===== config.mk =====
export PLATFORM = sky130hd
export DESIGN_NAME = lru_key_value_cache_top
export DESIGN_NICKNAME = d
export VERILOG_FILES = /design/src/sv/lkvc_pkg.sv /design/src/sv/lru_key_value_cache_top.sv /design/src/sv/lkvc_cell.sv
export SDC_FILE = /design/constraint.sdc
export NUM_CORES = 2
export LEC_CHECK = 0
export BUFFER_PORTS_ARGS = -buffer_cell sky130_fd_sc_hd__buf_2
export CORE_ASPECT_RATIO = 1.75
export CORE_MARGIN = 8
export CORE_UTILIZATION = 56
export DETAILED_ROUTE_END_ITERATION = 10
export PLACE_DENSITY = 0.75
export SLEW_MARGIN = 15
export SYNTH_ARGS = -nofsm -noshare
export SYNTH_HDL_FRONTEND = slang
export SYNTH_HIERARCHICAL = 1
export SYNTH_SLANG_ARGS = --single-unit

===== constraint.sdc =====
create_clock -name clk -period 13.7 [get_ports clk]
set_input_delay 4.11 -clock clk [delete_from_list [all_inputs] [get_ports clk]]
set_output_delay 4.11 -clock clk [all_outputs]
set_load 0.02 [all_outputs]

===== src/sv/lkvc_pkg.sv =====
// shared types and constants for the lru key value cache
`timescale 1ns / 1ps
`default_nettype none

package lkvc_pkg;

    localparam int KEY_MAX   = 64;
    localparam int VALUE_MAX = 64;
    localparam int RANK_MAX  = 8;
    localparam int CNT_MAX   = 9;
    localparam int CFG_BITS  = 5;

    localparam logic [CFG_BITS-1:0] CFG_RESET = 5'd16;

    typedef enum logic [0:0] {
        OP_LOOKUP = 1'b0,
        OP_INSERT = 1'b1
    } op_t;

    typedef enum logic [1:0] {
        MODE_HIT   = 2'd0,
        MODE_FREE  = 2'd1,
        MODE_EVICT = 2'd2
    } upd_mode_t;

    typedef struct packed {
        logic        op;
        logic [63:0] key;
        logic [31:0] value;
    } req_t;

    typedef struct packed {
        logic        hit;
        logic [31:0] read_value;
        logic        evicted;
        logic [63:0] evicted_key;
    } rsp_t;

    // result gathered along the row of cells
    typedef struct packed {
        logic                 hit;
        logic [VALUE_MAX-1:0] data;
        logic [RANK_MAX-1:0]  rank;
        logic                 free_seen;
        logic [KEY_MAX-1:0]   evk;
    } carry_t;

    // broadcast from the controller to every cell
    typedef struct packed {
        logic                 upd;
        upd_mode_t            mode;
        logic                 wr_key;
        logic                 wr_value;
        logic [CNT_MAX-1:0]   rank_lim;
        logic [RANK_MAX-1:0]  victim_rank;
        logic [KEY_MAX-1:0]   key;
        logic [VALUE_MAX-1:0] value;
    } cmd_t;

endpackage

`default_nettype wire


===== src/sv/lru_key_value_cache_top.sv =====
// lru key value cache: a row of CAPACITY entry cells, a controller and a result register
// a new item is taken only after the previous one has finished its update, set by the gather chain through the cells
// the chain moves one cell a cycle, so a scan waits for it to pass every cell before the update
// reset clears the valid marks, ranks, entry count and state; the entry limit resets to 16
// no clearing pass after reset: the first item is taken in the first cycle out of reset
`timescale 1ns / 1ps
`default_nettype none

module lru_key_value_cache_top #(
    parameter int CAPACITY   = 16,
    parameter int KEY_BITS   = 64,
    parameter int VALUE_BITS = 32
) (
    input  wire logic                                clk,
    input  wire logic                                rst_n,
    input  wire logic                                in_valid,
    output logic                                     in_stall,
    input  wire lkvc_pkg::req_t                      in_data,
    output logic                                     out_valid,
    input  wire logic                                out_stall,
    output lkvc_pkg::rsp_t                           out_data,
    input  wire logic                                cfg_valid,
    output logic                                     cfg_ready,
    input  wire logic [lkvc_pkg::CFG_BITS-1:0]       cfg_data
);

    localparam int RW = $clog2(CAPACITY);
    localparam int CW = $clog2(CAPACITY + 1);

    typedef enum logic [2:0] {
        ST_IDLE   = 3'b001,
        ST_SCAN   = 3'b010,
        ST_UPDATE = 3'b100
    } state_t;

    state_t                          state_reg, state_next;
    logic [RW-1:0]                   scan_cnt_reg, scan_cnt_next;
    logic [CW-1:0]                   count_reg, count_next;
    logic [lkvc_pkg::CFG_BITS-1:0]   cfg_reg;
    lkvc_pkg::req_t                  req_reg;
    logic                            out_valid_reg, out_valid_next;
    lkvc_pkg::rsp_t                  out_reg, out_next;

    lkvc_pkg::carry_t                chain [0:CAPACITY];
    lkvc_pkg::carry_t                last;
    lkvc_pkg::cmd_t                  cmd;

    logic [CW-1:0] limit;
    logic          in_xfer;
    logic          out_free;
    logic          free_ok;
    logic          is_insert;

    assign in_xfer   = in_valid && !in_stall;
    assign in_stall  = (state_reg != ST_IDLE);
    assign out_free  = !out_valid_reg || !out_stall;
    assign cfg_ready = 1'b1;
    assign last      = chain[CAPACITY];
    assign is_insert = (req_reg.op == lkvc_pkg::OP_INSERT);
    assign free_ok   = (count_reg < limit);

    // effective limit, clamped to one .. CAPACITY
    always_comb
    begin
        priority if (cfg_reg == '0)
        begin
            limit = CW'(1);
        end
        else if (32'(cfg_reg) > CAPACITY)
        begin
            limit = CW'(CAPACITY);
        end
        else
        begin
            limit = CW'(cfg_reg);
        end
    end

    assign chain[0] = '0;

    genvar gi;
    generate
        for (gi = 0; gi < CAPACITY; gi++)
        begin : g_cell
            lkvc_cell #(
                .CAPACITY   (CAPACITY),
                .KEY_BITS   (KEY_BITS),
                .VALUE_BITS (VALUE_BITS)
            ) u_cell (
                .clk       (clk),
                .rst_n     (rst_n),
                .cmd       (cmd),
                .carry_in  (chain[gi]),
                .carry_out (chain[gi+1])
            );
        end
    endgenerate

    // broadcast to the cells
    always_comb
    begin
        cmd.upd         = (state_reg == ST_UPDATE) && out_free && (last.hit || is_insert);
        cmd.key         = lkvc_pkg::KEY_MAX'(req_reg.key[KEY_BITS-1:0]);
        cmd.value       = lkvc_pkg::VALUE_MAX'(req_reg.value);
        cmd.victim_rank = lkvc_pkg::RANK_MAX'(CW'(count_reg - CW'(1)));
        cmd.wr_value    = is_insert;
        cmd.wr_key      = !last.hit;
        priority if (last.hit)
        begin
            cmd.mode     = lkvc_pkg::MODE_HIT;
            cmd.rank_lim = lkvc_pkg::CNT_MAX'(last.rank);
        end
        else if (free_ok)
        begin
            cmd.mode     = lkvc_pkg::MODE_FREE;
            cmd.rank_lim = lkvc_pkg::CNT_MAX'(count_reg);
        end
        else
        begin
            cmd.mode     = lkvc_pkg::MODE_EVICT;
            cmd.rank_lim = lkvc_pkg::CNT_MAX'(cmd.victim_rank);
        end
    end

    always_comb
    begin
        state_next     = state_reg;
        scan_cnt_next  = scan_cnt_reg;
        count_next     = count_reg;
        out_valid_next = out_valid_reg && out_stall;
        out_next       = out_reg;
        unique case (state_reg)
            ST_IDLE:
            begin
                if (in_xfer)
                begin
                    state_next    = ST_SCAN;
                    scan_cnt_next = '0;
                end
            end
            ST_SCAN:
            begin
                scan_cnt_next = scan_cnt_reg + RW'(1);
                if (scan_cnt_reg == RW'(CAPACITY - 1))
                begin
                    state_next = ST_UPDATE;
                end
            end
            ST_UPDATE:
            begin
                if (out_free)
                begin
                    state_next             = ST_IDLE;
                    out_valid_next         = 1'b1;
                    out_next.hit           = last.hit;
                    out_next.read_value    = (last.hit && !is_insert) ? 32'(last.data) : '0;
                    out_next.evicted       = !last.hit && is_insert && !free_ok;
                    out_next.evicted_key   = out_next.evicted ? last.evk : '0;
                    if (!last.hit && is_insert && free_ok)
                    begin
                        count_next = count_reg + CW'(1);
                    end
                end
            end
            default:
            begin
                state_next = ST_IDLE;
            end
        endcase
    end

    always_ff @(posedge clk or negedge rst_n)
    begin
        if (!rst_n)
        begin
            state_reg     <= ST_IDLE;
            scan_cnt_reg  <= '0;
            count_reg     <= '0;
            cfg_reg       <= lkvc_pkg::CFG_RESET;
            out_valid_reg <= 1'b0;
        end
        else
        begin
            state_reg     <= state_next;
            scan_cnt_reg  <= scan_cnt_next;
            count_reg     <= count_next;
            out_valid_reg <= out_valid_next;
            if (cfg_valid && cfg_ready)
            begin
                cfg_reg <= cfg_data;
            end
        end
    end

    always_ff @(posedge clk)
    begin
        out_reg <= out_next;
        if (in_xfer)
        begin
            req_reg <= in_data;
        end
    end

    assign out_valid = out_valid_reg;
    assign out_data  = out_reg;

    // entry count never exceeds the row
    a_count_bound : assert property (@(posedge clk) disable iff (!rst_n)
        count_reg <= CW'(CAPACITY))
        else $error("entry count above capacity");

    // an input transfer starts a scan
    a_xfer_scan : assert property (@(posedge clk) disable iff (!rst_n)
        in_xfer |=> (state_reg == ST_SCAN))
        else $error("input transfer did not start a scan");

    // a finished update always presents a result
    a_update_out : assert property (@(posedge clk) disable iff (!rst_n)
        (state_reg == ST_UPDATE) && out_free |=> out_valid_reg && (state_reg == ST_IDLE))
        else $error("update without result");

    // a hit never evicts
    a_hit_no_evict : assert property (@(posedge clk) disable iff (!rst_n)
        out_valid_reg |-> !(out_reg.hit && out_reg.evicted))
        else $error("hit and eviction together");

endmodule

`default_nettype wire


===== src/sv/lkvc_cell.sv =====
// one cache entry: key, value, valid mark and recency rank, chained to its neighbor
`timescale 1ns / 1ps
`default_nettype none

module lkvc_cell #(
    parameter int CAPACITY   = 16,
    parameter int KEY_BITS   = 64,
    parameter int VALUE_BITS = 32
) (
    input  wire logic            clk,
    input  wire logic            rst_n,
    input  wire lkvc_pkg::cmd_t   cmd,
    input  wire lkvc_pkg::carry_t carry_in,
    output lkvc_pkg::carry_t      carry_out
);

    localparam int RW = $clog2(CAPACITY);

    logic [KEY_BITS-1:0]   key_reg,   key_next;
    logic [VALUE_BITS-1:0] value_reg, value_next;
    logic                  valid_reg, valid_next;
    logic [RW-1:0]         rank_reg,  rank_next;
    lkvc_pkg::carry_t      carry_reg, carry_next;

    logic match;
    logic first_free;
    logic victim;
    logic target;

    assign match      = valid_reg && (key_reg == cmd.key[KEY_BITS-1:0]);
    assign first_free = !valid_reg && !carry_in.free_seen;
    assign victim     = valid_reg && (lkvc_pkg::RANK_MAX'(rank_reg) == cmd.victim_rank);

    always_comb
    begin
        carry_next.hit       = carry_in.hit | match;
        carry_next.data      = carry_in.data |
                               (match ? lkvc_pkg::VALUE_MAX'(value_reg) : '0);
        carry_next.rank      = carry_in.rank |
                               (match ? lkvc_pkg::RANK_MAX'(rank_reg) : '0);
        carry_next.free_seen = carry_in.free_seen | !valid_reg;
        carry_next.evk       = carry_in.evk |
                               (victim ? lkvc_pkg::KEY_MAX'(key_reg) : '0);
    end

    always_comb
    begin
        unique case (cmd.mode)
            lkvc_pkg::MODE_HIT:   target = match;
            lkvc_pkg::MODE_FREE:  target = first_free;
            lkvc_pkg::MODE_EVICT: target = victim;
            default:              target = 1'b0;
        endcase
    end

    always_comb
    begin
        key_next   = key_reg;
        value_next = value_reg;
        valid_next = valid_reg;
        rank_next  = rank_reg;
        if (cmd.upd)
        begin
            if (target)
            begin
                valid_next = 1'b1;
                rank_next  = '0;
                if (cmd.wr_key)
                begin
                    key_next = cmd.key[KEY_BITS-1:0];
                end
                if (cmd.wr_value)
                begin
                    value_next = cmd.value[VALUE_BITS-1:0];
                end
            end
            else if (valid_reg && (lkvc_pkg::CNT_MAX'(rank_reg) < cmd.rank_lim))
            begin
                rank_next = rank_reg + RW'(1);
            end
        end
    end

    always_ff @(posedge clk or negedge rst_n)
    begin
        if (!rst_n)
        begin
            valid_reg <= 1'b0;
            rank_reg  <= '0;
        end
        else
        begin
            valid_reg <= valid_next;
            rank_reg  <= rank_next;
        end
    end

    always_ff @(posedge clk)
    begin
        key_reg   <= key_next;
        value_reg <= value_next;
        carry_reg <= carry_next;
    end

    assign carry_out = carry_reg;

endmodule

`default_nettype wire


==> out/results.txt <==
Status = finished clean
Crit-path slowest cell = a21boi_4
Fin nets = 9184
R2R cell count = 14
Crit Path Class = primary input to register
Dpl hpwl = 197000 um
First drt pass iteration count = 6
Worst-Skew Late Latency = 860 ps
Syn Inst Count = 8400
Hold path start = g_cell[6].u_cell/carry_out[69]$_DFF_P_
# rows = 228
Final min period = 6970 ps
Clk sinks = 3524
Clk_skew = 58.8 ps
Hold Vio Cnt, Final = 0
Syn-to-layout area delta = 12.5%
Pwr Density = 161 nW/um2
Vias per std cell = 5.58
Worst path most repeated cell = buf_4
Post-layout util = 63.3%
GRT met3 Usage = 2.75%
DIE WIDTH = 371 um
Tcrit/Tclk final = 50.8%
Core Area = 220000 um2
Critical path startpoint category = primary input
Gr usage total = 23.1%
Max Slew Vio Count = 0
Max_slew headroom = 22.2%
Cell area after layout = 139000 um2
Worst-Margin Slew = 1170 ps
Largest net degree at the start of global routing = 67
Hold Worst Slack = 321 ps
Via Count = 67751
Full die area = 237000 um2
Deepest clock path buffer count = 4
Met2 Resource Use GR = 42.1%
Hold EP = g_cell[7].u_cell/carry_out[69]$_DFF_P_
Buf/Inv on CP = 4
GR peak layer = met2
# setup viols final = 0
# Post-CTS Setup Buffers = 0
Flop-to-flop setup slack = 8200 ps
Max IR drop VDD = 0.000113 V
Grt total ovfl = 0
Synth Cell Area = 124000 um2
Vias in the first global route = 71833
Setup slack after layout = 6730 ps
Multi-input gate area = 34000 um2
Pre-CTS setup slack = 5900 ps
Max cap viols = 0
Max FO, Critical Path = 64
Ordered list of cells on the worst path = buf_2 > a21oi_4 > a21boi_4 > buf_4 > buf_4 > and3_2 > buf_4
WL per Instance = 23.1 um
Worst r2r dst = g_cell[0].u_cell/key_reg[1]$_DFFE_PP_
Total power = 22.4 mW
Root buffer cell = clkbuf_16
Grt met1 use = 25.7%
Post-DP Area = 129000 um2
Hold depth = 0
RR Startpoint = count_reg[0]$_DFFE_PN0P_
Critical Path RT = 14170 ps
CP peak stage delay = 660 ps
Layout cells sized above 1 = 12.1%
Syn avg cell area = 14.7 um2
Post-DRT Antenna Nets = 0
Starting DRT DRC Count = 4215
Number of flip-flops in the largest register = 1695
Min-Delay Path Class = register to register
Register area = 88400 um2
CTS resizes = 0
Layout fillers = 15874
CTS tree = done
Critical Path AT = 7430 ps
Worst setup EP type = register
Routed Wire Length = 280000 um
H-Tree Depth = 5
Hold Buf Count CTS = 0
Clock slew at reported path FFs = 60 ps
Placed Cells incl. Taps = 11577
IO Port Bufs = 206
Io pins = 208
Starting Density = 56.2%
Synth Warn # = 6
First-pass GRT wire length = 425000 um
RSZ-0062 raised after global routing = false
Fmax = 144 MHz
CP delay by family, top = buffers and inverters
RD Place Congestion = 0.964
Final Non-Filler Cells = 12132
Initial antenna violation count = 12
Chip height = 638 um
Leak = 58.2 nW
Cts bufs inserted = 302
Setup_tns = 0 ps
Residual DRC = 0
-- layout by cell type, fill, tap and decap left out, drive strengths merged, types with 96 or more instances in the layout --
cell,count
xor2,326
dfxtp,1695
xnor2,460
inv,330
edfxtp,1731
clkbuf,405
nand2b,219
nand2,96
nor4,161
buf,345
nand4,228
conb,172
dfrtp,96
a21o,1655
or2b,146
-- routing by layer --
metal	routed length (um)	share of wire (%)
met1	106000	38
met2	146000	52
met3	10200	3.7
met4	17900	6.4
met5	0	0
-- worst max-delay path by stage --
stage                   start                                endpoint  cells past startpoint
CTS                 out_stall  g_cell[0].u_cell/key_reg[63]$_DFFE_PP_                      7
global placement    out_stall   g_cell[0].u_cell/key_reg[0]$_DFFE_PP_                      7
floorplan           out_stall  g_cell[12].u_cell/key_reg[0]$_DFFE_PP_                      3
detailed placement  out_stall   g_cell[0].u_cell/key_reg[1]$_DFFE_PP_                      7
finish              out_stall   g_cell[0].u_cell/key_reg[1]$_DFFE_PP_                      7
global route        out_stall   g_cell[0].u_cell/key_reg[9]$_DFFE_PP_                      7
-- cell type report --
type                    count  area share (%)
flip-flops and latches   3524            63.4
multi-input cells        4527            24.4
clock inverters           144            1.09
repair buffers            345            1.49
inverters                 306           0.824
clock buffers             405            6.19
well taps                2875            2.58
diodes                      6          0.0108
-- report_power, final --
part	switching [mW]	internal (mW)
sequential	0.244	11.6
clock	3.71	4.91
combinational	1.26	0.641
Power figures use the tool's default switching activity.
